File: src/hdl/scs1_pkg.sv
// Shared types, key codes and character tables for the set-1 scan code translator.
// No dependencies; every other file in hdl/ imports this package.
package scs1_pkg;

    localparam int unsigned TABLE_LEN = 89;

    localparam logic [6:0] K_ALT    = 7'h38;
    localparam logic [6:0] K_CTRL   = 7'h1D;
    localparam logic [6:0] K_LSHIFT = 7'h2A;
    localparam logic [6:0] K_RSHIFT = 7'h36;
    localparam logic [6:0] K_CAPS   = 7'h3A;
    localparam logic [6:0] K_NUM    = 7'h45;
    localparam logic [6:0] K_SCROLL = 7'h46;

    localparam logic [7:0] SET_LEDS_CMD = 8'hED;
    localparam logic [7:0] CASE_OFFSET  = 8'h20;

    // result destination
    localparam logic TGT_CONSOLE  = 1'b0;
    localparam logic TGT_KEYBOARD = 1'b1;

    // lock_bits: bit0 scroll, bit1 num, bit2 caps
    // snap:      bit0 shift, bit1 ctrl, bit2 alt, bit3 caps
    typedef struct packed {
        logic       alt;
        logic       ctrl;
        logic       shift;
        logic [2:0] lock;
        logic [3:0] snap;
    } t_kbd_state;

    typedef struct packed {
        logic       target;
        logic [7:0] value;
        logic       last;
    } t_result;

    typedef struct packed {
        logic [1:0] nres;
        t_result    res0;
        t_result    res1;
        t_kbd_state st;
    } t_dec_out;

    localparam logic [7:0] PLAIN_TAB [TABLE_LEN] = '{
        8'h00, 8'h1B, 8'h31, 8'h32, 8'h33, 8'h34, 8'h35, 8'h36,
        8'h37, 8'h38, 8'h39, 8'h30, 8'h2D, 8'h3D, 8'h08, 8'h09,
        8'h71, 8'h77, 8'h65, 8'h72, 8'h74, 8'h79, 8'h75, 8'h69,
        8'h6F, 8'h70, 8'h5B, 8'h5D, 8'h0A, 8'h00, 8'h61, 8'h73,
        8'h64, 8'h66, 8'h67, 8'h68, 8'h6A, 8'h6B, 8'h6C, 8'h3B,
        8'h27, 8'h60, 8'h00, 8'h5C, 8'h7A, 8'h78, 8'h63, 8'h76,
        8'h62, 8'h6E, 8'h6D, 8'h2C, 8'h2E, 8'h2F, 8'h00, 8'h00,
        8'h00, 8'h20, 8'h00, 8'h80, 8'h81, 8'h82, 8'h83, 8'h84,
        8'h85, 8'h86, 8'h87, 8'h88, 8'h89, 8'h00, 8'h00, 8'h92,
        8'h97, 8'h94, 8'h2D, 8'h96, 8'h35, 8'h99, 8'h2B, 8'h93,
        8'h98, 8'h95, 8'h90, 8'h91, 8'h00, 8'h00, 8'h00, 8'h8A,
        8'h8B
    };

    localparam logic [7:0] SHIFT_TAB [TABLE_LEN] = '{
        8'h00, 8'h1B, 8'h21, 8'h40, 8'h23, 8'h24, 8'h25, 8'h5E,
        8'h26, 8'h2A, 8'h28, 8'h29, 8'h5F, 8'h2B, 8'h08, 8'h09,
        8'h51, 8'h57, 8'h45, 8'h52, 8'h54, 8'h59, 8'h55, 8'h49,
        8'h4F, 8'h50, 8'h7B, 8'h7D, 8'h0A, 8'h00, 8'h41, 8'h53,
        8'h44, 8'h46, 8'h47, 8'h48, 8'h4A, 8'h4B, 8'h4C, 8'h3A,
        8'h22, 8'h7E, 8'h00, 8'h7C, 8'h5A, 8'h58, 8'h43, 8'h56,
        8'h42, 8'h4E, 8'h4D, 8'h3C, 8'h3E, 8'h3F, 8'h00, 8'h00,
        8'h00, 8'h20, 8'h00, 8'h80, 8'h81, 8'h82, 8'h83, 8'h84,
        8'h85, 8'h86, 8'h87, 8'h88, 8'h89, 8'h00, 8'h00, 8'h92,
        8'h97, 8'h94, 8'h2D, 8'h96, 8'h35, 8'h99, 8'h2B, 8'h93,
        8'h98, 8'h95, 8'h90, 8'h91, 8'h00, 8'h00, 8'h00, 8'h8A,
        8'h8B
    };

    function automatic logic [7:0] plain_lookup(input logic [6:0] k);
        if (k < 7'(TABLE_LEN)) begin
            return PLAIN_TAB[k];
        end
        return 8'h00;
    endfunction

    function automatic logic [7:0] shift_lookup(input logic [6:0] k);
        if (k < 7'(TABLE_LEN)) begin
            return SHIFT_TAB[k];
        end
        return 8'h00;
    endfunction

    // caps table: plain entry with letters raised to upper case
    function automatic logic [7:0] caps_lookup(input logic [6:0] k);
        logic [7:0] c;
        c = plain_lookup(k);
        if (c inside {[8'h61:8'h7A]}) begin
            c = c - CASE_OFFSET;
        end
        return c;
    endfunction

endpackage

File: src/hdl/scs1_decode.sv
// Per-code decoder: modifier/lock tracking and character selection.
// Depends on scs1_pkg (tables, key codes, state and result types).
module scs1_decode (
    input  logic [7:0]          i_code,
    input  scs1_pkg::t_kbd_state i_st,
    output scs1_pkg::t_dec_out  o_dec
);
    import scs1_pkg::*;

    logic       brk;
    logic [6:0] key;
    logic       shift_key;
    logic [7:0] p_ch;
    logic [7:0] s_ch;
    logic [7:0] c_ch;
    logic [7:0] ch;
    logic [3:0] snap_n;
    logic [2:0] lock_n;

    assign brk       = i_code[7];
    assign key       = i_code[6:0];
    assign shift_key = (key == K_LSHIFT) || (key == K_RSHIFT);
    assign p_ch      = plain_lookup(key);
    assign s_ch      = shift_lookup(key);
    assign c_ch      = caps_lookup(key);

    always_comb begin
        lock_n = i_st.lock;
        if (key == K_SCROLL) begin
            lock_n[0] = ~i_st.lock[0];
        end else if (key == K_NUM) begin
            lock_n[1] = ~i_st.lock[1];
        end else if (key == K_CAPS) begin
            lock_n[2] = ~i_st.lock[2];
        end
    end

    // snapshot reloads only on a key with a nonzero plain entry
    assign snap_n = (p_ch != 8'h00) ?
                    {i_st.lock[2], i_st.alt, i_st.ctrl, i_st.shift} : i_st.snap;

    always_comb begin
        if (!snap_n[3]) begin
            ch = snap_n[0] ? s_ch : p_ch;
        end else if (!snap_n[0]) begin
            ch = c_ch;
        end else if (s_ch != c_ch) begin
            ch = s_ch;
        end else begin
            ch = p_ch;                  // shift under caps: letters back to lower case
        end
    end

    always_comb begin
        o_dec.nres = 2'd0;
        o_dec.st   = i_st;
        o_dec.res0 = '{target: TGT_KEYBOARD, value: SET_LEDS_CMD, last: 1'b0};
        o_dec.res1 = '{target: TGT_KEYBOARD, value: {5'd0, lock_n}, last: 1'b1};
        if (brk) begin
            if (key == K_ALT) begin
                o_dec.st.alt = 1'b0;
            end else if (key == K_CTRL) begin
                o_dec.st.ctrl = 1'b0;
            end else if (shift_key) begin
                o_dec.st.shift = 1'b0;
            end
            o_dec.st.snap = {i_st.snap[3], 3'b000};
        end else if (key == K_ALT) begin
            o_dec.st.alt = 1'b1;
        end else if (key == K_CTRL) begin
            o_dec.st.ctrl = 1'b1;
        end else if (shift_key) begin
            o_dec.st.shift = 1'b1;
        end else if (key == K_SCROLL || key == K_NUM || key == K_CAPS) begin
            o_dec.st.lock = lock_n;
            o_dec.nres    = 2'd2;
        end else begin
            o_dec.st.snap = snap_n;
            o_dec.res0    = '{target: TGT_CONSOLE, value: ch, last: 1'b1};
            if (!snap_n[1] && ch != 8'h00) begin
                o_dec.nres = 2'd1;
            end
        end
    end

endmodule

File: src/hdl/scs1_outq.sv
// Two-entry result queue between the decoder and the output channel.
// Depends on scs1_pkg (t_result); takes up to two results per cycle, gives one.
module scs1_outq (
    input  logic              i_clk,
    input  logic              i_rst_n,
    input  logic [1:0]        i_push_cnt,
    input  scs1_pkg::t_result i_push0,
    input  scs1_pkg::t_result i_push1,
    input  logic              i_pop,
    output logic [1:0]        o_cnt,
    output scs1_pkg::t_result o_head
);
    import scs1_pkg::*;

    t_result    r_ent [2];
    t_result    n_ent [2];
    logic [1:0] r_cnt;
    logic [1:0] n_cnt;
    logic [1:0] cnt_after_pop;

    always_comb begin
        n_ent         = r_ent;
        cnt_after_pop = r_cnt - {1'b0, i_pop};
        if (i_pop) begin
            n_ent[0] = r_ent[1];
        end
        case (cnt_after_pop)
            2'd0: begin
                if (i_push_cnt != 2'd0) begin
                    n_ent[0] = i_push0;
                end
                if (i_push_cnt == 2'd2) begin
                    n_ent[1] = i_push1;
                end
            end
            2'd1: begin
                if (i_push_cnt != 2'd0) begin
                    n_ent[1] = i_push0;
                end
            end
            default: begin
            end
        endcase
        n_cnt = cnt_after_pop + i_push_cnt;
    end

    always_ff @(posedge i_clk) begin
        if (!i_rst_n) begin
            r_cnt <= 2'd0;
        end else begin
            r_cnt <= n_cnt;
        end
    end

    always_ff @(posedge i_clk) begin
        r_ent <= n_ent;
    end

    assign o_cnt  = r_cnt;
    assign o_head = r_ent[0];

endmodule

File: src/hdl/scancode_set1_to_ascii_core.sv
// Flow: a scan code is held in the input register, then decoded into the two-entry
//   result queue, whose head drives the output port.
// The input takes one scan code per cycle while the queue has room for its results;
//   a lock key occupies the output for two transfers.
// Reset (i_rst_n low, synchronous): modifiers, locks and snapshot cleared,
//   input stage and result queue emptied.
module scancode_set1_to_ascii_core (
    input  logic       i_clk,
    input  logic       i_rst_n,
    input  logic       i_valid,
    output logic       o_ready,
    input  logic [7:0] i_scan_code,
    output logic       o_valid,
    input  logic       i_ready,
    output logic       o_target,
    output logic [7:0] o_value,
    output logic       o_last
);
    import scs1_pkg::*;

    // input stage
    logic       r_s1_valid;
    logic       n_s1_valid;
    logic [7:0] r_s1_code;

    // keyboard state: held modifiers, locks, modifier snapshot
    t_kbd_state r_st;

    t_dec_out   dec;
    t_result    head;
    logic [1:0] q_cnt;
    logic [1:0] q_free;
    logic       in_xfer;
    logic       out_xfer;
    logic       s1_adv;
    logic [1:0] push_cnt;

    scs1_decode u_decode (
        .i_code (r_s1_code),
        .i_st   (r_st),
        .o_dec  (dec)
    );

    // Space left in the queue this cycle counts the entry leaving by an
    // output transfer, so a one-result stream moves every cycle even when
    // the queue holds one entry.
    assign out_xfer = o_valid && i_ready;
    assign q_free   = 2'd2 - q_cnt + {1'b0, out_xfer};

    // The held code retires once all its results fit; zero-result codes
    // (breaks, modifiers, ctrl-masked keys) always retire at once.
    assign s1_adv   = r_s1_valid && (dec.nres <= q_free);
    assign push_cnt = s1_adv ? dec.nres : 2'd0;

    assign o_ready  = !r_s1_valid || s1_adv;
    assign in_xfer  = i_valid && o_ready;

    always_comb begin
        n_s1_valid = r_s1_valid;
        if (in_xfer) begin
            n_s1_valid = 1'b1;
        end else if (s1_adv) begin
            n_s1_valid = 1'b0;
        end
    end

    always_ff @(posedge i_clk) begin
        if (!i_rst_n) begin
            r_s1_valid <= 1'b0;
            r_st       <= '0;
        end else begin
            r_s1_valid <= n_s1_valid;
            if (s1_adv) begin
                r_st <= dec.st;
            end
        end
    end

    always_ff @(posedge i_clk) begin
        if (in_xfer) begin
            r_s1_code <= i_scan_code;
        end
    end

    scs1_outq u_outq (
        .i_clk      (i_clk),
        .i_rst_n    (i_rst_n),
        .i_push_cnt (push_cnt),
        .i_push0    (dec.res0),
        .i_push1    (dec.res1),
        .i_pop      (out_xfer),
        .o_cnt      (q_cnt),
        .o_head     (head)
    );

    assign o_valid  = (q_cnt != 2'd0);
    assign o_target = head.target;
    assign o_value  = head.value;
    assign o_last   = head.last;

`ifndef SYNTH
    // queue never overfills
    a_q_bound: assert property (@(posedge i_clk) disable iff (!i_rst_n)
        q_cnt != 2'd3)
        else $error("result queue count out of range");

    // a code that cannot retire holds its place
    a_s1_hold: assert property (@(posedge i_clk) disable iff (!i_rst_n)
        r_s1_valid && !s1_adv |=> r_s1_valid && $stable(r_s1_code))
        else $error("input stage lost a stalled code");

    // console characters are always the single, final result of their code
    a_char_last: assert property (@(posedge i_clk) disable iff (!i_rst_n)
        o_valid && (o_target == TGT_CONSOLE) |-> o_last)
        else $error("console character not marked last");

    // the only non-final result is the set-LEDs command
    a_cmd_first: assert property (@(posedge i_clk) disable iff (!i_rst_n)
        o_valid && !o_last |-> (o_target == TGT_KEYBOARD) && (o_value == SET_LEDS_CMD))
        else $error("unexpected non-final result");

    // a lock key leaves a result pending after its retire
    a_lock_out: assert property (@(posedge i_clk) disable iff (!i_rst_n)
        s1_adv && (dec.nres == 2'd2) |=> o_valid)
        else $error("lock key produced no output");
`endif

endmodule
File: config.mk
export PLATFORM = sky130hd
export DESIGN_NAME = scancode_set1_to_ascii_core
export DESIGN_NICKNAME = d
export VERILOG_FILES = /design/src/hdl/scs1_pkg.sv /design/src/hdl/scs1_decode.sv /design/src/hdl/scs1_outq.sv /design/src/hdl/scancode_set1_to_ascii_core.sv
export SDC_FILE = /design/constraint.sdc
export NUM_CORES = 1
export LEC_CHECK = 0
export ABC_AREA = 1
export BUFFER_PORTS_ARGS = -buffer_cell sky130_fd_sc_hd__clkbuf_2
export CAP_MARGIN = 25
export CORE_AREA = 2 2 86 88
export CTS_BUF_LIST = sky130_fd_sc_hd__clkbuf_2 sky130_fd_sc_hd__clkbuf_4 sky130_fd_sc_hd__clkbuf_8
export CTS_CLUSTER_DIAMETER = 30
export DETAILED_ROUTE_END_ITERATION = 7
export DIE_AREA = 0 0 88 90
export MAX_ROUTING_LAYER = met4
export PLACE_DENSITY = 0.91
export SLEW_MARGIN = 20
export SYNTH_ARGS = -nofsm -noshare
export SYNTH_HDL_FRONTEND = slang
export SYNTH_HIERARCHICAL = 1
export SYNTH_SLANG_ARGS = --single-unit
export TNS_END_PERCENT = 20
File: constraint.sdc
create_clock -name i_clk -period 11.8 [get_ports i_clk]
set_input_delay 2.36 -clock i_clk [delete_from_list [all_inputs] [get_ports i_clk]]
set_output_delay 2.36 -clock i_clk [all_outputs]
set_load 0.02 [all_outputs]
==> results_dict.tcl <==
set metrics [dict create \
    outcome "finished clean" \
    yosys_warnings 6 \
    vias 4519 \
    cts_root_buf "clkbuf_8" \
    area_growth_pct 0.630 \
    post_drt_wl_per_cell_um 14.2 \
    p_clk_share_pct 12.0 \
    clk_pin_slew_ns 0.08 \
    cts_tree "built" \
    skew_ns 0.00935 \
    slew_violations 0 \
    required_ns 9.44 \
    cts_setup_buffers 0 \
    grt-ovfl-total 0 \
    grt_pass1_vias 4236 \
    cts_buffer_depth 2 \
    cts-buffers-inserted 5 \
    crit_path_top_delay_cell "edfxtp_1" \
    stdcell_count 813 \
    crit_arrival_ns 4.31 \
    syn_area_per_cell_um2 6.07 \
    detailedRoute.firstIterationViolations 407 \
    cts_sinks 39 \
    critPathCaptureType "primary output" \
    p_leak_nw 2.23 \
    ir_drop_v 0.0000846 \
    dr.pass1.iters 6 \
    wirelength_mm 11.6 \
    cp_max_fo 14 \
    r2r-start "r_s1_code[0]" \
    die-area_um2 7920 \
    gp_congestion 1.09 \
    worst_pin_slew_ns 0.588 \
    cts_resized 0 \
    diodes 0 \
    place_area_um2 4290 \
    vias_per_cell 5.56 \
    r2r_slack_ns 6.73 \
    die_h_um 90 \
    start_util_pct 62.2 \
    rsz0062_at_grt "false" \
    hold_viol_final 0 \
    hp-class "reg -> reg" \
    rows 31 \
    whs_path_depth 2 \
    ctsHoldBuffers 0 \
    antenna_found_initial 0 \
    worstSetupPathType "reg -> out" \
    p_int_uw 377 \
    grt_pass1_wl_mm 19.7 \
    synthCells 720 \
    fin_crit_ns 6.67 \
    crit_path_start_kind "flip-flop" \
    pin_count 24 \
    port-buffer-count 23 \
    dp_cells 804 \
    cpPeakStageDelay_ns 0.66 \
    rr_worst_depth 30 \
    dieWidth_um 88 \
    power_density_nw_per_um2 176 \
    fin_crit_sh_pct 56.6 \
    power_switching_share_pct 51.3 \
    relSlewSlack_pct 60.8 \
    hpwl_mm 8.97 \
    drive_gt1_share_pct 13.9 \
    p_comb_share_pct 60.0 \
    fmax_ghz 0.150 \
    grt_util_all_layers_pct 31.5 \
    detail-route-antenna-nets 0 \
    stdcell_area_um2 4400 \
    critPathBufInv 4 \
    core-area_um2 7020 \
    tns_ns 0 \
    setup_violations 0 \
    critPathTopFamily "simple AND/OR/NAND/NOR gates" \
    netSwitchingPower_uw 398 \
    drc_errors 0 \
    syn_area_um2 4370 \
    p_seq_share_pct 28.1 \
    worstReg2RegEnd "u_outq/r_ent[6]" \
    htree_levels 2 \
    clock_latency_ns 0.30 \
    grt_max_degree 44 \
    fin_nets 745 \
    hp-start "r_st[6]" \
    crit_top_cell "nand2_1" \
    maxCapViolCount 0 \
    total_power_uw 775 \
    holdPathEnd "r_st[6]" \
]
==> worst reg2reg max path, delay by kind of cell (launching register included) <==
family,cells,cell delay (ns)
flops,1,0.66
fa+ha+maj,2,0.69
compound gates,1,0.13
buf+inv,4,0.56
simple gates,23,2.73
==> power groups by stage <==
stage          logic (mW)  clock network [mW]  registers, mW
2_1_floorplan       0.409                   0          0.209
3_3_place_gp        0.443                   0          0.221
3_5_place_dp        0.451                   0          0.222
4_1_cts             0.454              0.0958          0.219
5_1_grt             0.525               0.101          0.224
6_report            0.465              0.0929          0.217
==> flip-flops by register name (all words and copies together) (netlist names) <==
name           cells
u_outq/o_head     10
u_outq/r_ent      10
r_st               8
u_outq/o_cnt       2
r_s1_code          8
r_s1_valid         1
==> worst max-delay path by stage <==
| stage | start | end | slack [ns] | depth (start not counted) |
|---|---|---|---|---|
| floorplan | i_ready | o_ready | 6.10 | 7 |
| global placement | r_s1_code[2] | o_ready | 5.32 | 28 |
| detailed placement | r_s1_code[2] | o_ready | 5.32 | 27 |
| CTS | r_s1_code[2] | o_ready | 4.97 | 28 |
| global route | r_s1_code[0] | o_ready | 4.72 | 26 |
| finish | r_s1_code[0] | o_ready | 5.13 | 26 |
==> per-stage QoR <==
step / utilization (%) / hold slack [ns] / setup slack [ns]
3_5_place_dp: 61.1 / 0.474 / 5.32
4_1_cts: 62.4 / 0.495 / 4.97
2_1_floorplan: - / 0.452 / 6.10
5_1_grt: 62.6 / 0.556 / 4.72
6_report: 62.6 / 0.493 / 5.13
3_3_place_gp: 61.1 / 0.464 / 5.32
==> layer usage <==
metal	part of all wire [%]	GRT usage, %
met4	5.0	14.6
met5	0	-
met1	40	38.3
met2	46	50.1
met3	8.5	5.33
==> cells in the final DEF (no fill, tap or decap), drive strengths merged, types with 3 or more instances in the layout <==
cell and n:
nand3 74, buf 3, clkbuf 29, edfxtp 18, nand2 268, clkinv 3
nor3 7, xor2 4, dfxtp 21, o21ai 51, a21oi 18, conb 7
nor2 66, ha 20, o211ai 8, nand4 8, or2 3, inv 91
a21boi 3
==> cell type report <==
type                       instances  area (um2)
clock inverter                     2        12.5
inverter                          93         357
timing repair buffer              26         145
clock buffer                       6        76.3
tap                               99         124
sequential                        39         961
multi-input combinational        548        2720
fill                             680        2620
Note: power is estimated with default switching activity, not from simulation.
